$ cat src/hw/rtl/bloom_filter_double_hash_macros.svh
// assertion macros for the bloom filter block
// used by the datapath and the top level; no other dependencies
`ifndef BLOOM_FILTER_DOUBLE_HASH_MACROS_SVH
`define BLOOM_FILTER_DOUBLE_HASH_MACROS_SVH

// same-cycle implication, disabled in reset
`define BFDH_ASSERT_SAME(label, clk, rst, ante, cons, msg) \
  label: assert property (@(posedge clk) disable iff (rst) (ante) |-> (cons)) \
    else $error(msg);

// next-cycle implication, disabled in reset
`define BFDH_ASSERT_NEXT(label, clk, rst, ante, cons, msg) \
  label: assert property (@(posedge clk) disable iff (rst) (ante) |=> (cons)) \
    else $error(msg);

`endif

$ cat src/hw/rtl/bfdh_pkg.sv
// shared types, constants and the microcode table of the bloom filter block
// no dependencies; every other rtl file but the macros header imports it
`timescale 1ns / 1ps

package bfdh_pkg;

  localparam int KEY_W     = 32;
  localparam int DATA_W    = 32;
  localparam int IDX_W     = 10;
  localparam int OP_W      = 2;
  localparam int PROBE_W   = 5;
  localparam int WORDS_W   = 11;
  localparam int BIT_W     = 5;
  localparam int POS_W     = WORDS_W + BIT_W;
  localparam int STEP_W    = 4;
  localparam int CFG_W     = 11;
  localparam int MAX_PROBES = 30;
  localparam int DELTA_ROT = 17;

  // remainder unit: 28-bit dividend, four quotient bits a cycle
  localparam int DIV_N     = 28;
  localparam int DIV_BITS  = 4;
  localparam int DIV_STEPS = DIV_N / DIV_BITS;
  localparam int DIV_CNT_W = 3;

  // 2^32 / 32, so that 2^32 mod (w*32) = (2^27 mod w) * 32
  localparam logic [DIV_N-1:0] WRAP_DIVIDEND = {1'b1, {(DIV_N-1){1'b0}}};

  typedef logic [OP_W-1:0] op_t;
  localparam op_t OP_ADD   = 2'd0;
  localparam op_t OP_QUERY = 2'd1;
  localparam op_t OP_LOAD  = 2'd2;

  typedef logic [0:0] cfg_index_t;
  localparam cfg_index_t CFG_PROBE_COUNT  = 1'd0;
  localparam cfg_index_t CFG_WORDS_IN_USE = 1'd1;

  localparam logic [PROBE_W-1:0] RESET_PROBES = 5'd7;
  localparam logic [WORDS_W-1:0] RESET_WORDS  = 11'd1024;

  typedef struct packed {
    logic [PROBE_W-1:0] probe_count;
    logic [WORDS_W-1:0] words_in_use;
  } cfg_t;

  typedef struct packed {
    logic clr_more;
    logic is_key;
    logic div_busy;
    logic probe_more;
  } dp_status_t;

  typedef logic [1:0] div_sel_t;
  localparam div_sel_t DIV_HASH  = 2'd0;
  localparam div_sel_t DIV_DELTA = 2'd1;
  localparam div_sel_t DIV_WRAP  = 2'd2;

  typedef logic [2:0] mem_op_t;
  localparam mem_op_t MEM_NONE  = 3'd0;
  localparam mem_op_t MEM_CLEAR = 3'd1;
  localparam mem_op_t MEM_READ  = 3'd2;
  localparam mem_op_t MEM_PROBE = 3'd3;
  localparam mem_op_t MEM_LOAD  = 3'd4;

  typedef logic [1:0] stall_t;
  localparam stall_t STALL_NONE     = 2'd0;
  localparam stall_t STALL_NO_INPUT = 2'd1;
  localparam stall_t STALL_DIV_BUSY = 2'd2;
  localparam stall_t STALL_OUT_BUSY = 2'd3;

  typedef logic [2:0] jump_t;
  localparam jump_t JMP_NEVER      = 3'd0;
  localparam jump_t JMP_ALWAYS     = 3'd1;
  localparam jump_t JMP_CLR_MORE   = 3'd2;
  localparam jump_t JMP_NOT_KEY    = 3'd3;
  localparam jump_t JMP_PROBE_MORE = 3'd4;

  typedef logic [STEP_W-1:0] step_t;
  localparam step_t ST_CLEAR     = 4'd0;
  localparam step_t ST_IDLE      = 4'd1;
  localparam step_t ST_DISPATCH  = 4'd2;
  localparam step_t ST_DIV_H     = 4'd3;
  localparam step_t ST_WAIT_H    = 4'd4;
  localparam step_t ST_DIV_D     = 4'd5;
  localparam step_t ST_WAIT_D    = 4'd6;
  localparam step_t ST_DIV_C     = 4'd7;
  localparam step_t ST_WAIT_C    = 4'd8;
  localparam step_t ST_PROBE_RD  = 4'd9;
  localparam step_t ST_PROBE_UPD = 4'd10;
  localparam step_t ST_FINISH    = 4'd11;
  localparam step_t ST_LOAD      = 4'd12;

  typedef struct packed {
    logic     in_take;
    logic     div_start;
    logic     div_latch;
    div_sel_t div_sel;
    mem_op_t  mem_op;
    logic     out_load;
    stall_t   stall;
    jump_t    jump;
    step_t    target;
  } ctl_word_t;

  // control store: a stall holds the step, otherwise a taken jump goes to
  // target and anything else falls through to the next step
  function automatic ctl_word_t ucode(input step_t step);
    ctl_word_t cw;
    cw = '0;
    unique case (step)
      ST_CLEAR: begin
        cw.mem_op = MEM_CLEAR;
        cw.jump   = JMP_CLR_MORE;
        cw.target = ST_CLEAR;
      end
      ST_IDLE: begin
        cw.in_take = 1'b1;
        cw.stall   = STALL_NO_INPUT;
      end
      ST_DISPATCH: begin
        cw.jump   = JMP_NOT_KEY;
        cw.target = ST_LOAD;
      end
      ST_DIV_H: begin
        cw.div_start = 1'b1;
        cw.div_sel   = DIV_HASH;
      end
      ST_WAIT_H: begin
        cw.div_latch = 1'b1;
        cw.div_sel   = DIV_HASH;
        cw.stall     = STALL_DIV_BUSY;
      end
      ST_DIV_D: begin
        cw.div_start = 1'b1;
        cw.div_sel   = DIV_DELTA;
      end
      ST_WAIT_D: begin
        cw.div_latch = 1'b1;
        cw.div_sel   = DIV_DELTA;
        cw.stall     = STALL_DIV_BUSY;
      end
      ST_DIV_C: begin
        cw.div_start = 1'b1;
        cw.div_sel   = DIV_WRAP;
      end
      ST_WAIT_C: begin
        cw.div_latch = 1'b1;
        cw.div_sel   = DIV_WRAP;
        cw.stall     = STALL_DIV_BUSY;
      end
      ST_PROBE_RD: begin
        cw.mem_op = MEM_READ;
      end
      ST_PROBE_UPD: begin
        cw.mem_op = MEM_PROBE;
        cw.jump   = JMP_PROBE_MORE;
        cw.target = ST_PROBE_RD;
      end
      ST_FINISH: begin
        cw.out_load = 1'b1;
        cw.stall    = STALL_OUT_BUSY;
        cw.jump     = JMP_ALWAYS;
        cw.target   = ST_IDLE;
      end
      ST_LOAD: begin
        cw.mem_op = MEM_LOAD;
        cw.jump   = JMP_ALWAYS;
        cw.target = ST_FINISH;
      end
      default: begin
        cw.jump   = JMP_ALWAYS;
        cw.target = ST_IDLE;
      end
    endcase
    return cw;
  endfunction

endpackage

$ cat src/hw/rtl/bfdh_sequencer.sv
// microcode sequencer: step counter, control store lookup, stalls and jumps
// depends on bfdh_pkg
`timescale 1ns / 1ps

module bfdh_sequencer import bfdh_pkg::*; (
  input  logic       clk,
  input  logic       rst,
  input  logic       in_valid,
  input  logic       out_busy,
  input  dp_status_t status,
  output ctl_word_t  ctl
);

  step_t upc;
  step_t upc_next;
  logic  stall_now;
  logic  jump_now;

  assign ctl = ucode(upc);

  always_comb begin
    unique case (ctl.stall)
      STALL_NONE:     stall_now = 1'b0;
      STALL_NO_INPUT: stall_now = !in_valid;
      STALL_DIV_BUSY: stall_now = status.div_busy;
      STALL_OUT_BUSY: stall_now = out_busy;
      default:        stall_now = 1'b0;
    endcase
    unique case (ctl.jump)
      JMP_NEVER:      jump_now = 1'b0;
      JMP_ALWAYS:     jump_now = 1'b1;
      JMP_CLR_MORE:   jump_now = status.clr_more;
      JMP_NOT_KEY:    jump_now = !status.is_key;
      JMP_PROBE_MORE: jump_now = status.probe_more;
      default:        jump_now = 1'b0;
    endcase
    priority if (stall_now) begin
      upc_next = upc;
    end else if (jump_now) begin
      upc_next = ctl.target;
    end else begin
      upc_next = upc + STEP_W'(1);
    end
  end

  always_ff @(posedge clk) begin
    if (rst) begin
      upc <= ST_CLEAR;
    end else begin
      upc <= upc_next;
    end
  end

endmodule

$ cat config.mk
export PLATFORM = sky130hd
export DESIGN_NAME = bfdh_sequencer
export DESIGN_NICKNAME = d
export VERILOG_FILES = /design/src/hw/rtl/bloom_filter_double_hash_macros.svh /design/src/hw/rtl/bfdh_pkg.sv /design/src/hw/rtl/bfdh_sequencer.sv
export SDC_FILE = /design/constraint.sdc
export NUM_CORES = 1
export LEC_CHECK = 0
export BUFFER_PORTS_ARGS = -buffer_cell sky130_fd_sc_hd__buf_2
export CORE_MARGIN = 1
export CORE_UTILIZATION = 25
export CTS_BUF_LIST = sky130_fd_sc_hd__clkbuf_2
export CTS_CLUSTER_SIZE = 10
export DETAILED_ROUTE_END_ITERATION = 16
export PLACE_DENSITY = 0.47
export SKIP_LAST_GASP = 1
export SLEW_MARGIN = 20
export SYNTH_ARGS = -nofsm -noshare
export SYNTH_HDL_FRONTEND = slang
export SYNTH_SLANG_ARGS = --single-unit
$ cat constraint.sdc
create_clock -name clk -period 2.04 [get_ports clk]
set_input_delay 0 -clock clk [delete_from_list [all_inputs] [get_ports clk]]
set_output_delay 0 -clock clk [all_outputs]
set_load 0.01 [all_outputs]
# Word level (Yosys, flattened, before mapping)

Cells that the tools add are included.

Divide/modulo/power cells: 0
$mul: 0
Mux-type cells: 11
$add $sub $neg: 1
Bitwise operators: 0
Shift-type cells: 0
Magnitude comparators: 0
Reduce and logical (&&, ||, !) cells: 9
Equality and inequality tests: 19

Operators by type and width:

| operator              | number |
|---|---|
| $pmux W7 S5           | 1 |
| $eq A4 B4 Y1 const B  | 5 |
| $eq A4 B3 Y1 const B  | 4 |
| $pmux W3 S4           | 1 |
| $eq A4 B2 Y1 const B  | 2 |
| $pmux W1 S4           | 2 |
| $reduce_or A8 Y1      | 1 |
| $eq A3 B2 Y1 const B  | 2 |
| $pmux W2 S3           | 1 |
| $reduce_or A3 Y1      | 2 |
| $add A4 B1 Y4 const B | 1 |
| $eq A2 B2 Y1 const B  | 2 |
| $eq A4 B1 Y1 const B  | 1 |
| $logic_not A4 Y1      | 1 |
| $mux W1               | 4 |
| $mux W4               | 1 |
| $pmux W2 S2           | 1 |
| $reduce_or A2 Y1      | 2 |
| $eq A3 B1 Y1 const B  | 1 |
| $eq A3 B3 Y1 const B  | 1 |
| $eq A2 B1 Y1 const B  | 1 |
| $logic_not A1 Y1      | 2 |
| $logic_not A2 Y1      | 1 |

Memories kept: 0
RAM bits: 0
ROM bits: 0
Output and inout bits: 18
Latch bits: 0
Input port bits: 8
Register bits: 4

# Logic depth before layout (Yosys ltp)

Depth after elaboration: 6
Gate-level depth with buffers: 8
Mapped depth without buffers: 7

# Worst setup path after synthesis

Ideal clock, no wire load.

Path type: register to register
From: register upc[0]
To: register upc[0]
Arrival: 2.068 ns
Path slack: -0.103 ns
Cell stages (with the launch flop): 9
Setup time: 0.074 ns
Path buffers: 1
Required time: 1.966 ns
Period minus slack after synthesis: 2.143 ns
Cell sequence: dfxtp_1 > inv_1 > ha_1 > buf_4 > nor3b_1 > or4_4 > o2bb2ai_2 > or3_1 > a31oi_1

RTL lines:

| what                   | line                 | RTL |
|---|---|---|
| start, declared        | bfdh_sequencer.sv:14 | `step_t upc;` |
| start signal, assigned | bfdh_sequencer.sv:50 | `upc <= upc_next;` |

# Worst setup path in the final report

From: register upc[0]
To: register upc[0]

Cells in the longest elaborated chain, start to end: 6
Elaborated cells on any way between the ends: 29
Classes of those cells: 1 x add/sub; 19 x eq/ne; 5 x mux; 4 x reduce/logical

RTL lines:

| what                                 | line                 | RTL |
|---|---|---|
| $eq A4 B4 Y1 (tied with other cells) | bfdh_pkg.sv:110      | `unique case (step)` |
| $reduce_or A8 Y1 (no line)           | -                    |  |
| $pmux W7 S5                          | bfdh_pkg.sv:110      |  |
| $eq A3 B3 Y1 (tied with other cells) | bfdh_sequencer.sv:29 | `unique case (ctl.jump)` |
| $pmux W1 S4                          | bfdh_sequencer.sv:29 |  |
| $mux W4                              | bfdh_sequencer.sv:39 | `end else if (jump_now) begin` |

Several ways; a longest one is shown, not always the timed one.
A chain may end at the register's enable or synchronous reset.

==> results.yml <==
pwr:
  leakage_nw: 0.455
  irDropWorstVdd_v: 0.000515
  power-per-cell-area_nw_per_um2: 1320
synth:
  syn_area_per_cell_um2: 7.23
  ys_ff_latch: 4
  yosys_warnings: 0
  netlist_instances: 80
  syn_area_um2: 578
  yosys.cell_types.count: 33
  syn-num-nets: 92
  ys_seq_area_frac: 0.139
worst_setup_path:
  end_kind: "flip-flop"
  critPathLaunchType: "flip-flop"
  path_class: "reg2reg"
  crit_fanout: 6
  critPathRequiredTime_ps: 2160
  critPathArrivalTime_ps: 2160
global_route:
  grt_pass1_vias: 678
  grt_first_pass_wirelength_um: 2980
  grt_use_total: 0.153
  grt_max_degree: 13
  antenna_found_initial: 0
  grt-ovfl-total: 0
timing:
  fin_crit_ps: 2050
  max-slew-margin-rel: 0.774
  skew_ps: 4.02
  period_share: 1.00
  worst_pin_slew_ps: 337
  timing.setup.tns_ps: -5.40
  rsz0062_at_grt: "true"
  drv_slew: 0
  hold_viol: 0
  setup_slack_ps: -5.40
  finalSetupViolations: 1
  max_freq_mhz: 489
floorplanning:
  die_area_um2: 2510
  num_rows: 17
  coreArea_um2: 2190
  initial_utilization: 0.264
  die_w_um: 50.1
  die_h_um: 50.1
  top_level_ports: 26
clock_network:
  postCtsHoldBufs: 0
  cts-root-buf: "clkbuf_2"
  htree_num_levels: 1
  cts_sinks: 4
  clkTransAtPathRegs_ps: 40
  clockBufferDepth: 2
  cts_made_buffers: 3
  tritoncts: "yes"
  insertion_delay_ps: 200
final_layout:
  drive_above_1_share: 0.521
  fin_util: 0.427
  final_cells: 147
  nets: 133
  antenna_cells: 0
  top_register: "upc"
  fin_area_um2: 935
  reg.largest.list: "upc x4"
  area_growth_pct: 61.7
  largest_reg_flops: 4
job:
  maxCapViolations: 0
placed_design:
  place.gp.congestion: 0.748
  hpwl_um: 1340
  place_inst: 140
  port_buffers: 25
  pre_cts_ws_ps: -43.9
  dpl_cell_area_um2: 818
detailed_routing:
  vias: 722
  dr.pass1.iters: 3
  remaining_drc_errors: 0
  post_drt_wl_per_cell_um: 12.2
  antenna_left: 0
  drt-vias-per-instance: 4.91
  first_iter_violations: 4
  routed_wirelength_um: 1790
worst_hold_path:
  hold_path_class: "in2reg"
status:
  status: "complete, but fails checks"
  violations: "negative setup slack"
## what timing repair did
item	CTS	global route
gates cloned	0	0
buffers inserted	0	4
hold endpoints to repair	0	0
pin swaps	0	5
setup endpoints to repair	2	3
resized for setup	7	9
## cells in the mapped netlist, drive strengths merged
library cell / number / area share
nor2: 10 / 0.065
inv: 8 / 0.052
a21oi: 5 / 0.043
buf: 5 / 0.078
dfxtp: 4 / 0.14
ha: 4 / 0.087
nor3b: 4 / 0.052
o21ai: 4 / 0.035
mux2i: 3 / 0.052
nand2: 3 / 0.019
a31oi: 2 / 0.022
clkbuf: 2 / 0.013
nand2b: 2 / 0.022
nand3: 2 / 0.017
nor2b: 2 / 0.022
nor4: 2 / 0.022
o22ai: 2 / 0.022
o31ai: 2 / 0.026
a21o: 1 / 0.013
a311oi: 1 / 0.015
a32o: 1 / 0.017
and2: 1 / 0.015
nor3: 1 / 0.0086
nor4b: 1 / 0.015
nor4bb: 1 / 0.017
o21a: 1 / 0.013
o2bb2ai: 1 / 0.026
o32ai: 1 / 0.015
or2: 1 / 0.011
or3: 1 / 0.011
or4: 1 / 0.019
or4b: 1 / 0.017
## routing by layer
metal,global-route usage,vias up,wire [um]
li1,-,366,-
met4,0.0714,0,14
met2,0.264,15,913
met5,0,-,0
met3,0.00926,2,49
met1,0.190,339,815
## area by class of cell
class,count,area (um^2)
Clock buffer,3,15.0
Fill cell,229,1260
Inverter,8,35.0
Multi-Input combinational cell,61,499
Sequential cell,4,86.3
Tap cell,28,35.0
Timing Repair Buffer,43,264
## logic make-up after synthesis
logic type / Yosys count / synth area share
adder cells (fa/ha/maj): 4 / 0.0866
AO/OA/AOI/OAI: 21 / 0.247
AND/OR/NAND/NOR: 33 / 0.333
buffers and inverters: 15 / 0.143
multiplexers: 3 / 0.0520
flip-flops: 4 / 0.139
## stage by stage
stage | total power (W) | hold WS [ps]
finish | 0.00124 | 34.4
global route | 0.00136 | 58.0
CTS | 0.00114 | 15.9
detailed placement | 0.00101 | 244
global placement | 0.00101 | 235
floorplan | 0.000713 | 62.0
## critical path: stages, from the launching register on
cell and delay [ps]:
dfxtp_4 360, inv_4 80, ha_4 170, nor4b_2 50, or4_4 560, o2bb2ai_4 170, or3_1 380, a31oi_1 190
## final timing paths
path | startpoint | slack (ps) | to | depth (start not counted)
max reg2reg | upc[0]$_SDFFE_PP0N_ | -5 | upc[0]$_SDFFE_PP0N_ | 7
max | upc[0]$_SDFFE_PP0N_ | -5 | upc[0]$_SDFFE_PP0N_ | 7
min | rst | 30 | upc[0]$_SDFFE_PP0N_ | 2
min reg2reg | upc[3]$_SDFFE_PP0N_ | 640 | upc[3]$_SDFFE_PP0N_ | 2
## power breakdown
part           switching [W]  internal [W]  leakage (nW)
logic               0.000473      0.000527         0.409
clock network      0.0000296     0.0000395        0.0125
registers          0.0000580      0.000109        0.0342
## cells in the final DEF (no fill, tap or decap)
cell type	netlist	layout
buf_2	0	25
buf_4	3	17
nor2_1	10	10
inv_1	8	6
a21oi_1	5	5
o21ai_0	4	4
ha_4	0	4
nor3b_1	4	3
nand2_1	3	3
mux2i_1	3	3
clkbuf_2	0	3
nand2b_1	2	2
nand3_1	2	2
o31ai_1	2	2
o22ai_1	2	2
nor4_1	2	2
inv_4	0	2
nor2b_1	2	2
a31oi_1	2	2
dfxtp_2	0	2
or2_2	1	1
nor3_1	1	1
nor4b_2	0	1
and2_4	1	1
nor3b_4	0	1
or4_4	1	1
o32ai_1	1	1
a32o_1	1	1
a21o_1	1	1
or4b_4	0	1
nor4bb_1	1	1
o2bb2ai_4	0	1
a311oi_1	1	1
or3_1	1	1
o21a_1	1	1
buf_6	2	1
dfxtp_4	0	1
dfxtp_1	4	1
Power figures use the tool's default switching activity.
